## src/rtl/hrv_pkg.sv

```systemverilog
// Types, constants and the FNV-1a fold step for the hashed record validator.
// Depends on nothing; imported by every module of the block.
package hrv_pkg;

    localparam logic [63:0] FNV_BASIS    = 64'hcbf29ce484222325;
    localparam logic [31:0] RECORD_MAGIC = 32'h4452454D;
    localparam logic [4:0]  MIN_LEN      = 5'd28;
    localparam logic [4:0]  WINDOW_LEN   = 5'd8;
    localparam logic [4:0]  MAGIC_END    = 5'd4;
    localparam logic [4:0]  COUNT_END    = 5'd12;
    localparam logic [4:0]  CYCLE_END    = 5'd20;

    typedef enum logic [1:0] {
        ST_OK    = 2'd0,
        ST_SHORT = 2'd1,
        ST_HASH  = 2'd2,
        ST_MAGIC = 2'd3
    } t_status;

    typedef struct packed {
        t_status     status;
        logic [63:0] count;
        logic [63:0] cycle;
    } t_result;

    // One FNV-1a step: xor the byte in, then multiply by 2^40 + 0x1b3.
    function automatic logic [63:0] fnv_fold(input logic [63:0] h, input logic [7:0] b);
        logic [63:0] x;
        x = h ^ {56'd0, b};
        return (x << 40) + (x << 8) + (x << 7) + (x << 5) + (x << 4) + (x << 1) + x;
    endfunction

endpackage

```

## src/rtl/hashed_record_validator.sv

```systemverilog
// Top level of the hashed record validator: input register, record core and
// result register. Depends on hrv_pkg, hrv_record_core and hrv_result_reg.
//
//   channel   handshake          payload                                   beat
//   input     i_valid/o_ready    i_byte_value, i_last_byte                 one byte
//   output    o_valid/i_ready    o_status, o_stored_count, o_per_cycle_value one result
//
// A byte is taken in every cycle; only a pending last byte waits on a stalled output, and
// other bytes move on. A last byte goes through the input register and, once the output
// register is free, its result is loaded into the result register, which raises o_valid.
// The hash fold of one byte is a single shift-and-add step, so bytes stream at full rate.
// Reset clears the record state to the FNV offset basis and zeros.
module hashed_record_validator
    import hrv_pkg::*;
(
    input  logic        i_clk,
    input  logic        i_rst_n,
    input  logic        i_valid,
    output logic        o_ready,
    input  logic [7:0]  i_byte_value,
    input  logic        i_last_byte,
    output logic        o_valid,
    input  logic        i_ready,
    output logic [1:0]  o_status,
    output logic [63:0] o_stored_count,
    output logic [63:0] o_per_cycle_value
);

    logic       r_in_valid;
    logic [7:0] r_in_byte;
    logic       r_in_last;
    logic       w_advance;
    logic       w_out_free;
    t_result    w_core_result;
    t_result    w_out_result;

    assign w_advance = r_in_valid && (!r_in_last || w_out_free);
    assign o_ready   = !r_in_valid || w_advance;

    always_ff @(posedge i_clk) begin
        if (!i_rst_n) begin
            r_in_valid <= 1'b0;
        end else if (o_ready) begin
            r_in_valid <= i_valid;
        end
    end

    always_ff @(posedge i_clk) begin
        if (o_ready && i_valid) begin
            r_in_byte <= i_byte_value;
            r_in_last <= i_last_byte;
        end
    end

    hrv_record_core u_core (
        .i_clk        (i_clk),
        .i_rst_n      (i_rst_n),
        .i_advance    (w_advance),
        .i_byte_value (r_in_byte),
        .i_last_byte  (r_in_last),
        .o_result     (w_core_result)
    );

    hrv_result_reg u_result (
        .i_clk    (i_clk),
        .i_rst_n  (i_rst_n),
        .i_load   (w_advance && r_in_last),
        .i_result (w_core_result),
        .i_ready  (i_ready),
        .o_valid  (o_valid),
        .o_free   (w_out_free),
        .o_result (w_out_result)
    );

    assign o_status          = w_out_result.status;
    assign o_stored_count    = w_out_result.count;
    assign o_per_cycle_value = w_out_result.cycle;

endmodule

```

## src/rtl/hrv_record_core.sv

```systemverilog
// Record state: header capture, eight-byte trailer window, running hash and
// the final check. Depends on hrv_pkg.
module hrv_record_core
    import hrv_pkg::*;
(
    input  logic        i_clk,
    input  logic        i_rst_n,
    input  logic        i_advance,
    input  logic [7:0]  i_byte_value,
    input  logic        i_last_byte,
    output t_result     o_result
);

    logic [63:0] r_hash, n_hash;
    logic [63:0] r_tail, n_tail;
    logic [4:0]  r_pos, n_pos;
    logic [31:0] r_magic, n_magic;
    logic [63:0] r_count, n_count;
    logic [63:0] r_cycle, n_cycle;
    logic [4:0]  w_cnt_off;
    logic [4:0]  w_cyc_off;

    assign w_cnt_off = r_pos - MAGIC_END;
    assign w_cyc_off = r_pos - COUNT_END;

    always_comb begin
        n_magic = r_magic;
        n_count = r_count;
        n_cycle = r_cycle;
        if (r_pos < MAGIC_END) begin
            n_magic[{r_pos[1:0], 3'b000} +: 8] = i_byte_value;
        end else if (r_pos < COUNT_END) begin
            n_count[{w_cnt_off[2:0], 3'b000} +: 8] = i_byte_value;
        end else if (r_pos < CYCLE_END) begin
            n_cycle[{w_cyc_off[2:0], 3'b000} +: 8] = i_byte_value;
        end
        n_hash = (r_pos >= WINDOW_LEN) ? fnv_fold(r_hash, r_tail[7:0]) : r_hash;
        n_tail = {i_byte_value, r_tail[63:8]};
        n_pos  = (r_pos < MIN_LEN) ? r_pos + 5'd1 : r_pos;
    end

    always_comb begin
        o_result.count = '0;
        o_result.cycle = '0;
        if (n_pos < MIN_LEN) begin
            o_result.status = ST_SHORT;
        end else if (n_hash != n_tail) begin
            o_result.status = ST_HASH;
        end else if (n_magic != RECORD_MAGIC) begin
            o_result.status = ST_MAGIC;
        end else begin
            o_result.status = ST_OK;
            o_result.count  = n_count;
            o_result.cycle  = n_cycle;
        end
    end

    always_ff @(posedge i_clk) begin
        if (!i_rst_n || (i_advance && i_last_byte)) begin
            r_hash  <= FNV_BASIS;
            r_tail  <= '0;
            r_pos   <= '0;
            r_magic <= '0;
            r_count <= '0;
            r_cycle <= '0;
        end else if (i_advance) begin
            r_hash  <= n_hash;
            r_tail  <= n_tail;
            r_pos   <= n_pos;
            r_magic <= n_magic;
            r_count <= n_count;
            r_cycle <= n_cycle;
        end
    end

endmodule

```

## src/rtl/hrv_result_reg.sv

```systemverilog
// Output register for result beats with valid/ready handshake.
// Depends on hrv_pkg.
module hrv_result_reg
    import hrv_pkg::*;
(
    input  logic    i_clk,
    input  logic    i_rst_n,
    input  logic    i_load,
    input  t_result i_result,
    input  logic    i_ready,
    output logic    o_valid,
    output logic    o_free,
    output t_result o_result
);

    logic    r_valid, n_valid;
    t_result r_result;

    assign o_free   = !r_valid || i_ready;
    assign o_valid  = r_valid;
    assign o_result = r_result;

    always_comb begin
        n_valid = r_valid;
        if (i_load) begin
            n_valid = 1'b1;
        end else if (i_ready) begin
            n_valid = 1'b0;
        end
    end

    always_ff @(posedge i_clk) begin
        if (!i_rst_n) begin
            r_valid <= 1'b0;
        end else begin
            r_valid <= n_valid;
        end
    end

    always_ff @(posedge i_clk) begin
        if (i_load) begin
            r_result <= i_result;
        end
    end

endmodule

```

## config.mk

```make
export PLATFORM = sky130hd
export DESIGN_NAME = hashed_record_validator
export DESIGN_NICKNAME = d
export VERILOG_FILES = /design/src/rtl/hrv_pkg.sv /design/src/rtl/hashed_record_validator.sv /design/src/rtl/hrv_record_core.sv /design/src/rtl/hrv_result_reg.sv
export SDC_FILE = /design/constraint.sdc
export NUM_CORES = 1
export LEC_CHECK = 0
export BUFFER_PORTS_ARGS = -buffer_cell sky130_fd_sc_hd__buf_2
export CAP_MARGIN = 20
export CORE_ASPECT_RATIO = 1.25
export CORE_UTILIZATION = 39
export DETAILED_ROUTE_END_ITERATION = 6
export GPL_ROUTABILITY_DRIVEN = 0
export PLACE_DENSITY = 0.61
export SKIP_LAST_GASP = 1
export SLEW_MARGIN = 25
export SYNTH_ARGS = -nofsm -noshare
export SYNTH_HDL_FRONTEND = slang
export SYNTH_SLANG_ARGS = --single-unit
```

## constraint.sdc

```tcl
create_clock -name i_clk -period 11.9 [get_ports i_clk]
set_input_delay 0.595 -clock i_clk [delete_from_list [all_inputs] [get_ports i_clk]]
set_output_delay 0.595 -clock i_clk [all_outputs]
set_load 0.1 [all_outputs]
```

==> impl_metrics.json <==
{
  "total_leakage_power_uw": 0.0138,
  "clk_latency_ns": 0.61,
  "synthCells": 3685,
  "status": "finished clean",
  "cts_buffer_depth": 3,
  "cp.required_ns": 12.35,
  "synth_area_sq_mm": 0.0313,
  "initial_core_util_pct": 39.6,
  "htreeDepth": 2,
  "cts_resized": 0,
  "drive_gt1_share_pct": 8.02,
  "endpoint_kind": "flop",
  "p_total_uw": 3340,
  "finalCritPeriodShare_pct": 71.8,
  "synth-xor-area-share_pct": 4.06,
  "clock_sinks": 434,
  "crit_type": "flop to flop",
  "ys_top_cells_by_area": "dfxtp_1 (19%), fa_1 (15%), edfxtp_1 (13%)",
  "slew_headroom_pct": 28.2,
  "worst_setup_path_start_kind": "flop",
  "synth_top_family_by_area": "adder cells",
  "dieArea_sq_mm": 0.0815,
  "die_h_um": 319,
  "antenna_found_initial": 0,
  "ys_ff_latch": 434,
  "synth_cell_type_count": 82,
  "routed_wirelength_um": 97500,
  "cts_tree": "built",
  "grt_pass1_wl_um": 151000,
  "drtIter0Drc": 2268,
  "via_per_inst": 5.49,
  "synth_top_area_share_pct": 18.9,
  "ir_drop_uv": 119,
  "synth.net_count": 4051,
  "drt_first_pass_iters": 6,
  "yosys.area_share.simple_pct": 18.0,
  "grt_pass1_vias": 25600,
  "numCtsBuffers": 47,
  "syn_area_per_cell_sq_um": 8.50,
  "reg2reg_slack_ns": 3.35,
  "worst_clock_skew_ns": 0.0240,
  "ys_async_sr_fraction_pct": 0,
  "coreArea_sq_mm": 0.0791,
  "rsz0062_at_grt": "false",
  "synth_edf_count": 139,
  "synthMuxAreaShare_pct": 3.81,
  "numPortBuffers": 144,
  "min_period_ns": 8.55,
  "post_cts_buffers": 0,
  "hold_viol": 0,
  "routedWlPerCell_um": 20.4,
  "tightest_slew_ns": 1.08,
  "grt_usage_pct": 23.6,
  "slew_viol_final": 0,
  "hold_class": "input pin to flop",
  "finalSetupViolCount": 0,
  "path_max_fanout": 87,
  "fmax_mhz": 117,
  "power_density_mw_per_mm2": 96.9,
  "yosys_warnings": 0,
  "drc": 0,
  "clkTransAtPathRegs_ns": 0.06,
  "final_area_sq_mm": 0.0345,
  "hold_buffers": 0,
  "detail-route-antenna-nets": 0,
  "diodes": 0,
  "ys_seq_area_share_pct": 32.2,
  "grt_max_degree": 89,
  "final_util_pct": 43.6,
  "synth_compound_area_share_pct": 14.3,
  "cp.arrival_ns": 8.99,
  "placementRows": 115,
  "synthFlopType": "dfxtp_1",
  "via_count": 26300,
  "cts-root-buf": "clkbuf_16",
  "worst_hold_slack_ns": 0.156,
  "setup_tns_ns": 0,
  "n_fill_cell": 7910,
  "synth_adder_area_share_pct": 20.0,
  "grt.overflow.total": 0,
  "pin_count": 145,
  "place_area_sq_mm": 0.0328,
  "final_nets": 4069,
  "dp_hpwl_um": 71000,
  "synthToLayoutAreaGrowth_pct": 10.1,
  "cap_violations": 0,
  "synth_area_leader_cell": "dfxtp_1",
  "die_x_um": 256
}
[metrics by stage]
step	setup WS [ns]	cells
floorplan	5.16	3685
global placement	3.50	4706
detailed placement	3.47	4706
CTS	3.46	4791
global route	2.88	4792
finish	3.35	4792
[path summary, 6_finish.rpt]
check,startpoint,end,depth (start not counted)
max reg2reg,u_core.r_hash[4],u_result.o_result[100],22
max,u_core.r_hash[4],u_result.o_result[100],22
min reg2reg,u_core.r_magic[17],u_core.r_magic[17],2
min,i_byte_value[5],r_in_byte[5],1
[power breakdown]
group | internal (uW) | leakage [uW] | switching (uW)
Combinational | 49.8 | 0.00912 | 176
Clock | 917 | 0.000796 | 661
Sequential | 1530 | 0.00392 | 7.19
[final cells by class]
class                   instances  area (sq um)  share of cell area [%]
flip-flops and latches        434         10100                    29.2
multi-input cells            2642         18900                    54.9
well taps                    1053          1320                    3.82
inverters                     393          1480                    4.28
clock buffers                  63          1320                    3.82
clock inverters                22           325                   0.943
repair buffers                185          1040                    3.02
[cells in the final DEF, fill, tap and decap left out, drive strengths merged, types with 21 or more instances in the layout]
cell type / instances
nor2: 424
a211oi: 25
fa: 240
ha: 113
o211ai: 42
clkbuf: 63
nand2: 471
nor3: 50
inv: 394
buf: 185
or3: 21
edfxtp: 139
nand4: 47
and2: 30
dfxtp: 295
xnor2: 76
a21o: 22
nor4: 22
mux2i: 116
o21ai: 113
xor2: 64
nand3: 99
and3: 25
a21oi: 403
[cells in the mapped netlist, types with 10 or more instances]
cell / n
a211o_1: 10
a211oi_1: 25
a21o_1: 22
a21oi_1: 401
a31oi_1: 18
and2_1: 28
and3_1: 25
buf_1: 23
buf_2: 16
buf_6: 12
clkbuf_1: 163
dfxtp_1: 295
edfxtp_1: 139
fa_1: 240
ha_1: 113
inv_1: 392
mux2i_1: 116
nand2_1: 471
nand2b_1: 17
nand3_1: 99
nand4_1: 47
nor2_1: 424
nor2b_1: 10
nor3_1: 50
nor3b_1: 13
nor4_1: 22
o211ai_1: 42
o21ai_0: 108
o31ai_1: 14
or3_1: 21
xnor2_1: 76
xor2_1: 64
[state kept, by name (all words and copies together) (netlist names)]
register           flops
u_result.o_result    130
u_core.r_cycle        64
u_result.o_valid       1
u_core.r_count        64
r_in_byte              8
u_core.r_magic        32
u_core.r_pos           5
r_in_valid             1
u_core.r_hash         64
r_in_last              1
u_core.r_tail         64
[logic make-up (layout without fill, tap and decap cells)]
family	Yosys count	after routing
adders and majority gates	359	359
and+or+nand+nor	1272	1272
xor gates and xnor gates	142	142
buffers and inverters	609	663
muxes	119	119
DFF	434	434
AOI/OAI and AO/OA	750	750
[critical path: stages (launching register included)]
cell and delay (ns):
dfxtp_1 0.40, xor2_1 0.84, fa_1 0.58, fa_1 0.54, inv_1 0.05, fa_1 0.49
inv_1 0.04, ha_1 0.27, ha_1 0.36, o211a_1 0.25, o31a_1 0.16, o21ai_1 0.37
a21oi_1 0.20, o31ai_1 0.82, a2111oi_0 0.25, nand4b_1 0.24, a2111oi_0 0.58, nand4_1 0.22
nor4_1 0.48, nand4b_1 0.17, buf_4 0.29, buf_4 0.42, nor2_1 0.23
[per-layer routing]
| layer | track usage, % | vias up | routed length [um] |
|---|---|---|---|
| met4 | 12.7 | 0 | 5670 |
| met2 | 40.0 | 905 | 47000 |
| met5 | 0 | - | 0 |
| met3 | 3.12 | 257 | 5290 |
| met1 | 29.2 | 12700 | 39500 |
| li1 | - | 12400 | - |
(Power assumes the default switching activity.)
